**src/design/sfe_pkg.sv**
```systemverilog
package sfe_pkg;

  localparam int SampleBitsDef = 24;
  localparam int StoreDepthDef = 262144;
  localparam int LenBits       = 19;
  localparam int LenReset      = 48000;

  // per-cycle control shared by both channel lanes
  typedef struct packed {
    logic rd;   // request accepted, read the store at the ring pointer
    logic wr;   // write back the result of the request in flight
    logic fwd;  // request in flight read the entry while it was being written
    logic clr;  // clearing sweep owns the write port
  } sfe_lane_ctl_t;

endpackage

```
**src/design/sfe_merge.sv**
```systemverilog
module sfe_merge import sfe_pkg::*; #(
  parameter int SAMPLE_BITS = SampleBitsDef
) (
  input  logic                                        clk_i,
  input  logic                                        rst_ni,
  input  logic                                        in_valid_i,
  input  logic [SAMPLE_BITS-1:0]                      left_i,
  input  logic [SAMPLE_BITS-1:0]                      right_i,
  output logic                                        room_o,
  output logic                                        m_axis_tvalid_o,
  input  logic                                        m_axis_tready_i,
  output logic [((2*SAMPLE_BITS+7)/8)*8-1:0]          m_axis_tdata_o
);

  localparam int PairW = 2 * SAMPLE_BITS;
  localparam int DataW = ((2 * SAMPLE_BITS + 7) / 8) * 8;
  localparam logic [1:0] LastSlot = 2'd2;

  logic [PairW-1:0] buf_q [3];
  logic [1:0] wr_ptr_q, rd_ptr_q, cnt_q;
  logic pop;

  assign pop = m_axis_tvalid_o && m_axis_tready_i;

  always_ff @(posedge clk_i) begin
    if (in_valid_i) begin
      buf_q[wr_ptr_q] <= {right_i, left_i};
    end
  end

  always_ff @(posedge clk_i or negedge rst_ni) begin
    if (!rst_ni) begin
      wr_ptr_q <= '0;
      rd_ptr_q <= '0;
      cnt_q    <= '0;
    end else begin
      if (in_valid_i) begin
        wr_ptr_q <= (wr_ptr_q == LastSlot) ? 2'd0 : wr_ptr_q + 2'd1;
      end
      if (pop) begin
        rd_ptr_q <= (rd_ptr_q == LastSlot) ? 2'd0 : rd_ptr_q + 2'd1;
      end
      cnt_q <= cnt_q + {1'b0, in_valid_i} - {1'b0, pop};
    end
  end

  // counts the request in the compute stage so a new one always finds a slot
  assign room_o = ({1'b0, cnt_q} + {2'b00, in_valid_i}) < 3'd3;

  assign m_axis_tvalid_o = (cnt_q != 2'd0);
  assign m_axis_tdata_o  = DataW'(buf_q[rd_ptr_q]);

endmodule

```
**config.mk**
```make
export PLATFORM = sky130hd
export DESIGN_NAME = sfe_merge
export DESIGN_NICKNAME = d
export VERILOG_FILES = /design/src/design/sfe_pkg.sv /design/src/design/sfe_merge.sv
export SDC_FILE = /design/constraint.sdc
export NUM_CORES = 1
export LEC_CHECK = 0
export ABC_AREA = 1
export BUFFER_PORTS_ARGS = -buffer_cell sky130_fd_sc_hd__buf_2
export CORE_MARGIN = 4
export CORE_UTILIZATION = 25
export CTS_CLUSTER_DIAMETER = 50
export DETAILED_ROUTE_END_ITERATION = 6
export PLACE_DENSITY = 0.45
export SLEW_MARGIN = 10
export SYNTH_ARGS = -nofsm -noshare
export SYNTH_HDL_FRONTEND = slang
export SYNTH_SLANG_ARGS = --single-unit
```
**constraint.sdc**
```tcl
create_clock -name clk_i -period 4.8 [get_ports clk_i]
set_input_delay 0.24 -clock clk_i [delete_from_list [all_inputs] [get_ports clk_i]]
set_output_delay 0.24 -clock clk_i [all_outputs]
set_load 0.02 [all_outputs]
```
==> metrics.md <==
| Metric | Value |
|---|---|
| Status | finished, final reports clean |
| IR drop worst, VDD | 0.325 mV |
| Period minus WS final | 2.57 ns |
| Routed len/inst | 16.4 µm |
| Clock sinks | 150 |
| Detailed Route WL | between 10000 and 15000 µm |
| Final ANT Viol Nets | 0 |
| Routed vias/inst | 4.26 |
| Final hold vios | 0 |
| RePlAce Congestion | ~0.68 |
| H-tree depth | 4 |
| TNS Setup | 0 ns |
| Initial antenna violation count | 0 |
| Commonest cells in the netlist | edfxtp_1, nand2_1, nand3_1, buf_2, inv_1 |
| First-pass GRT wire length | 20500 µm |
| Slew Limit Fails | 0 |
| Clock-pin slew on the worst setup and hold paths | 0.06 ns |
| Starting Density | 0.254 |
| Max incr delay on CP | around 0.7 ns |
| Largest net degree at the start of global routing | 52 |
| DRC | 0 |
| CP max FO | 51 |
| GRT Util Overall | 0.105 |
| RSZ-0062 raised after global routing | false |
| Post-synth top area share | 0.755 |
| Ant diodes | 0 |
| CTS buffer count | 17 |
| Hold buffer count at CTS | 1 |
| Worst-margin pin slew | between 1 and 1.5 ns |
| Syn Inst Count | 403 |
| Hold wc startpoint | right_i[9] |
| Register area share after synthesis | 0.781 |
| Clk_lat worst skew | between 0.4 and 0.5 ns |
| Yosys warnings | 0 |
| Worst hold margin | 0.0261 ns |
| Clock buffer depth | 2 |
| Top Ports | approximately 100 |
| Number of cell rows | 55 |
| TritonCTS clock tree | yes |
| Clock root buffer | clkbuf_16 |
| EDFF count, synth | about 140 |
| Max cap viols | 0 |
| DIE AREA | 25400 µm² |
| Most common cell in the netlist | edfxtp_1 |
| Hold WC Path Type | input port to register |
| Buffers on Ports | 101 |
| Synth top area cells | edfxtp_1, nand3_1, nand2_1 |
| Pwr Density | 669 nW/µm² |
| Share of cells above drive strength 1 | 0.292 |
| CP cell instances | buf_4 -> nor2_8 -> nand2_1 -> nand3_1 -> buf_2 |
| Area after DPL | 6490 µm² |
| Post-CTS Resized | 0 |
| Primary FF master, synth | edfxtp_1 |
| Number of fillers in the final layout | around 2.3k |
| CORE AREA | 22600 µm² |
| Fin crit share | 0.536 |
| Clock Skew | 0.00593 ns |
| Leak pwr | roughly 2.7 nW |
| Worst relative slew slack | 0.240 |
| Final instance area | ~7100 µm² |
| Syn nets | 459 |
| Iter 0 DRT Violations | 135 |
| Vias in the first global route | about 3.6k |
| Worst EP arrival | between 2 and 2.5 ns |
| Vias | 3436 |
| # setup viols final | 0 |
| Synth Cell Area | 5730 µm² |
| Highest clock rate | about 0.39 GHz |
| GRT overflow | 0 |
| Cell variety after synth | 17 |
| Die Span X | 159 µm |
| Worst Setup SP | rd_ptr_q[1] |
| Cell taking the most area after synthesis | edfxtp_1 |
| Critical Path Source Type | register |
| Async set-reset flop share out of synthesis | 0.0400 |
| Critical path type | register to primary output |
| CP max-delay cell | nor2_8 |
| Chip Height | 159 µm |
| Post-CTS setup buffers | 0 |
| Area Overhead vs Synth | 23.5% |
| Crit end category | primary output |
| Register bit total from synthesis | 150 |
| CP required | 4.56 ns |
| Post-DP HPWL | 7770 µm |
| Pre-antenna DRT Iters | 4 |
| Nets | ~570 |
| RR Startpoint | wr_ptr_q[1] |
| Syn_area_per_cell | 14.2 µm² |
## per-stage QoR
stage / cells / power, W / setup WS [ns] / utilization
after floorplan: 403 / 0.00296 / 0.592 / -
after global routing: 806 / 0.00502 / 2.02 / 0.313
after global placement: 773 / 0.00352 / 2.63 / 0.287
final: 806 / 0.00473 / 2.23 / 0.313
after detailed placement: 773 / 0.00355 / 2.59 / 0.287
after CTS: 805 / 0.00483 / 2.14 / 0.313
## worst paths after layout
kind | slack (ns) | cells past startpoint | endpoint
hold / removal | 0.03 | 1 | buf_q[1][33]
hold reg to reg | 0.61 | 2 | wr_ptr_q[1]
max in group asynchronous | 4.46 | 2 | rd_ptr_q[1]
setup reg to reg | 2.89 | 4 | buf_q[1][26]
min in group asynchronous | 0.18 | 2 | cnt_q[0]
setup / recovery | 2.23 | 5 | m_axis_tdata_o[0]
## cell usage in the layout (no fill, tap or decap), drive strengths merged, types with 2 or more instances in the layout
| cell type | n |
|---|---|
| buf | 107 |
| bufinv | 2 |
| clkbuf | 19 |
| clkinv | 4 |
| clkinvlp | 4 |
| dfrtp | 6 |
| dlygate4sd3 | 2 |
| edfxtp | 144 |
| ha | 4 |
| inv | 15 |
| nand2 | 107 |
| nand3 | 101 |
| nor2 | 2 |
| o21ai | 2 |
## sequential cells by signal (all words and copies together), names as in the netlist
name,count
buf_q,144
cnt_q,2
rd_ptr_q,2
wr_ptr_q,2
## kinds of logic after synthesis
family                   count (synthesis)  share of synthesized area
AND/OR/NAND/NOR                        211                      0.172
flip-flops                             150                      0.781
buffers and inverters                   35                     0.0354
adder cells (fa/ha/maj)                  4                    0.00874
AO/OA/AOI/OAI                            3                    0.00262
## report_power, final
group	total [W]	switching, W	leakage (nW)	internal (W)
combinational	0.00173	0.00127	1.02	0.000460
sequential	0.00174	0.0000573	1.40	0.00169
clock	0.00126	0.000500	0.263	0.000761
## critical path, delay by kind of cell, from the launching register on
kind / cells / cell delay, ns
DFF: 1 / 0.40
buffers and inverters: 2 / 0.53
and+or+nand+nor: 3 / 0.95
## per-layer routing
| metal | vias to the layer above | part of all wire | track usage |
|---|---|---|---|
| li1 | 1660 | - | - |
| met4 | 0 | 0.011 | 0.0304 |
| met1 | 1674 | 0.45 | 0.132 |
| met5 | - | 0 | 0 |
| met2 | 87 | 0.48 | 0.171 |
| met3 | 15 | 0.053 | 0.0404 |
## area by class of cell
type                            instances  area [µm²]  area share
Clock buffer                           19         433      0.0612
Clock inverter                         12         130      0.0184
Inverter                               13        48.8     0.00690
Multi-Input combinational cell        218        1060       0.149
Sequential cell                       150        4480       0.633
Tap cell                              285         357      0.0504
Timing Repair Buffer                  109         571      0.0807
Power figures use the tool's default switching activity.
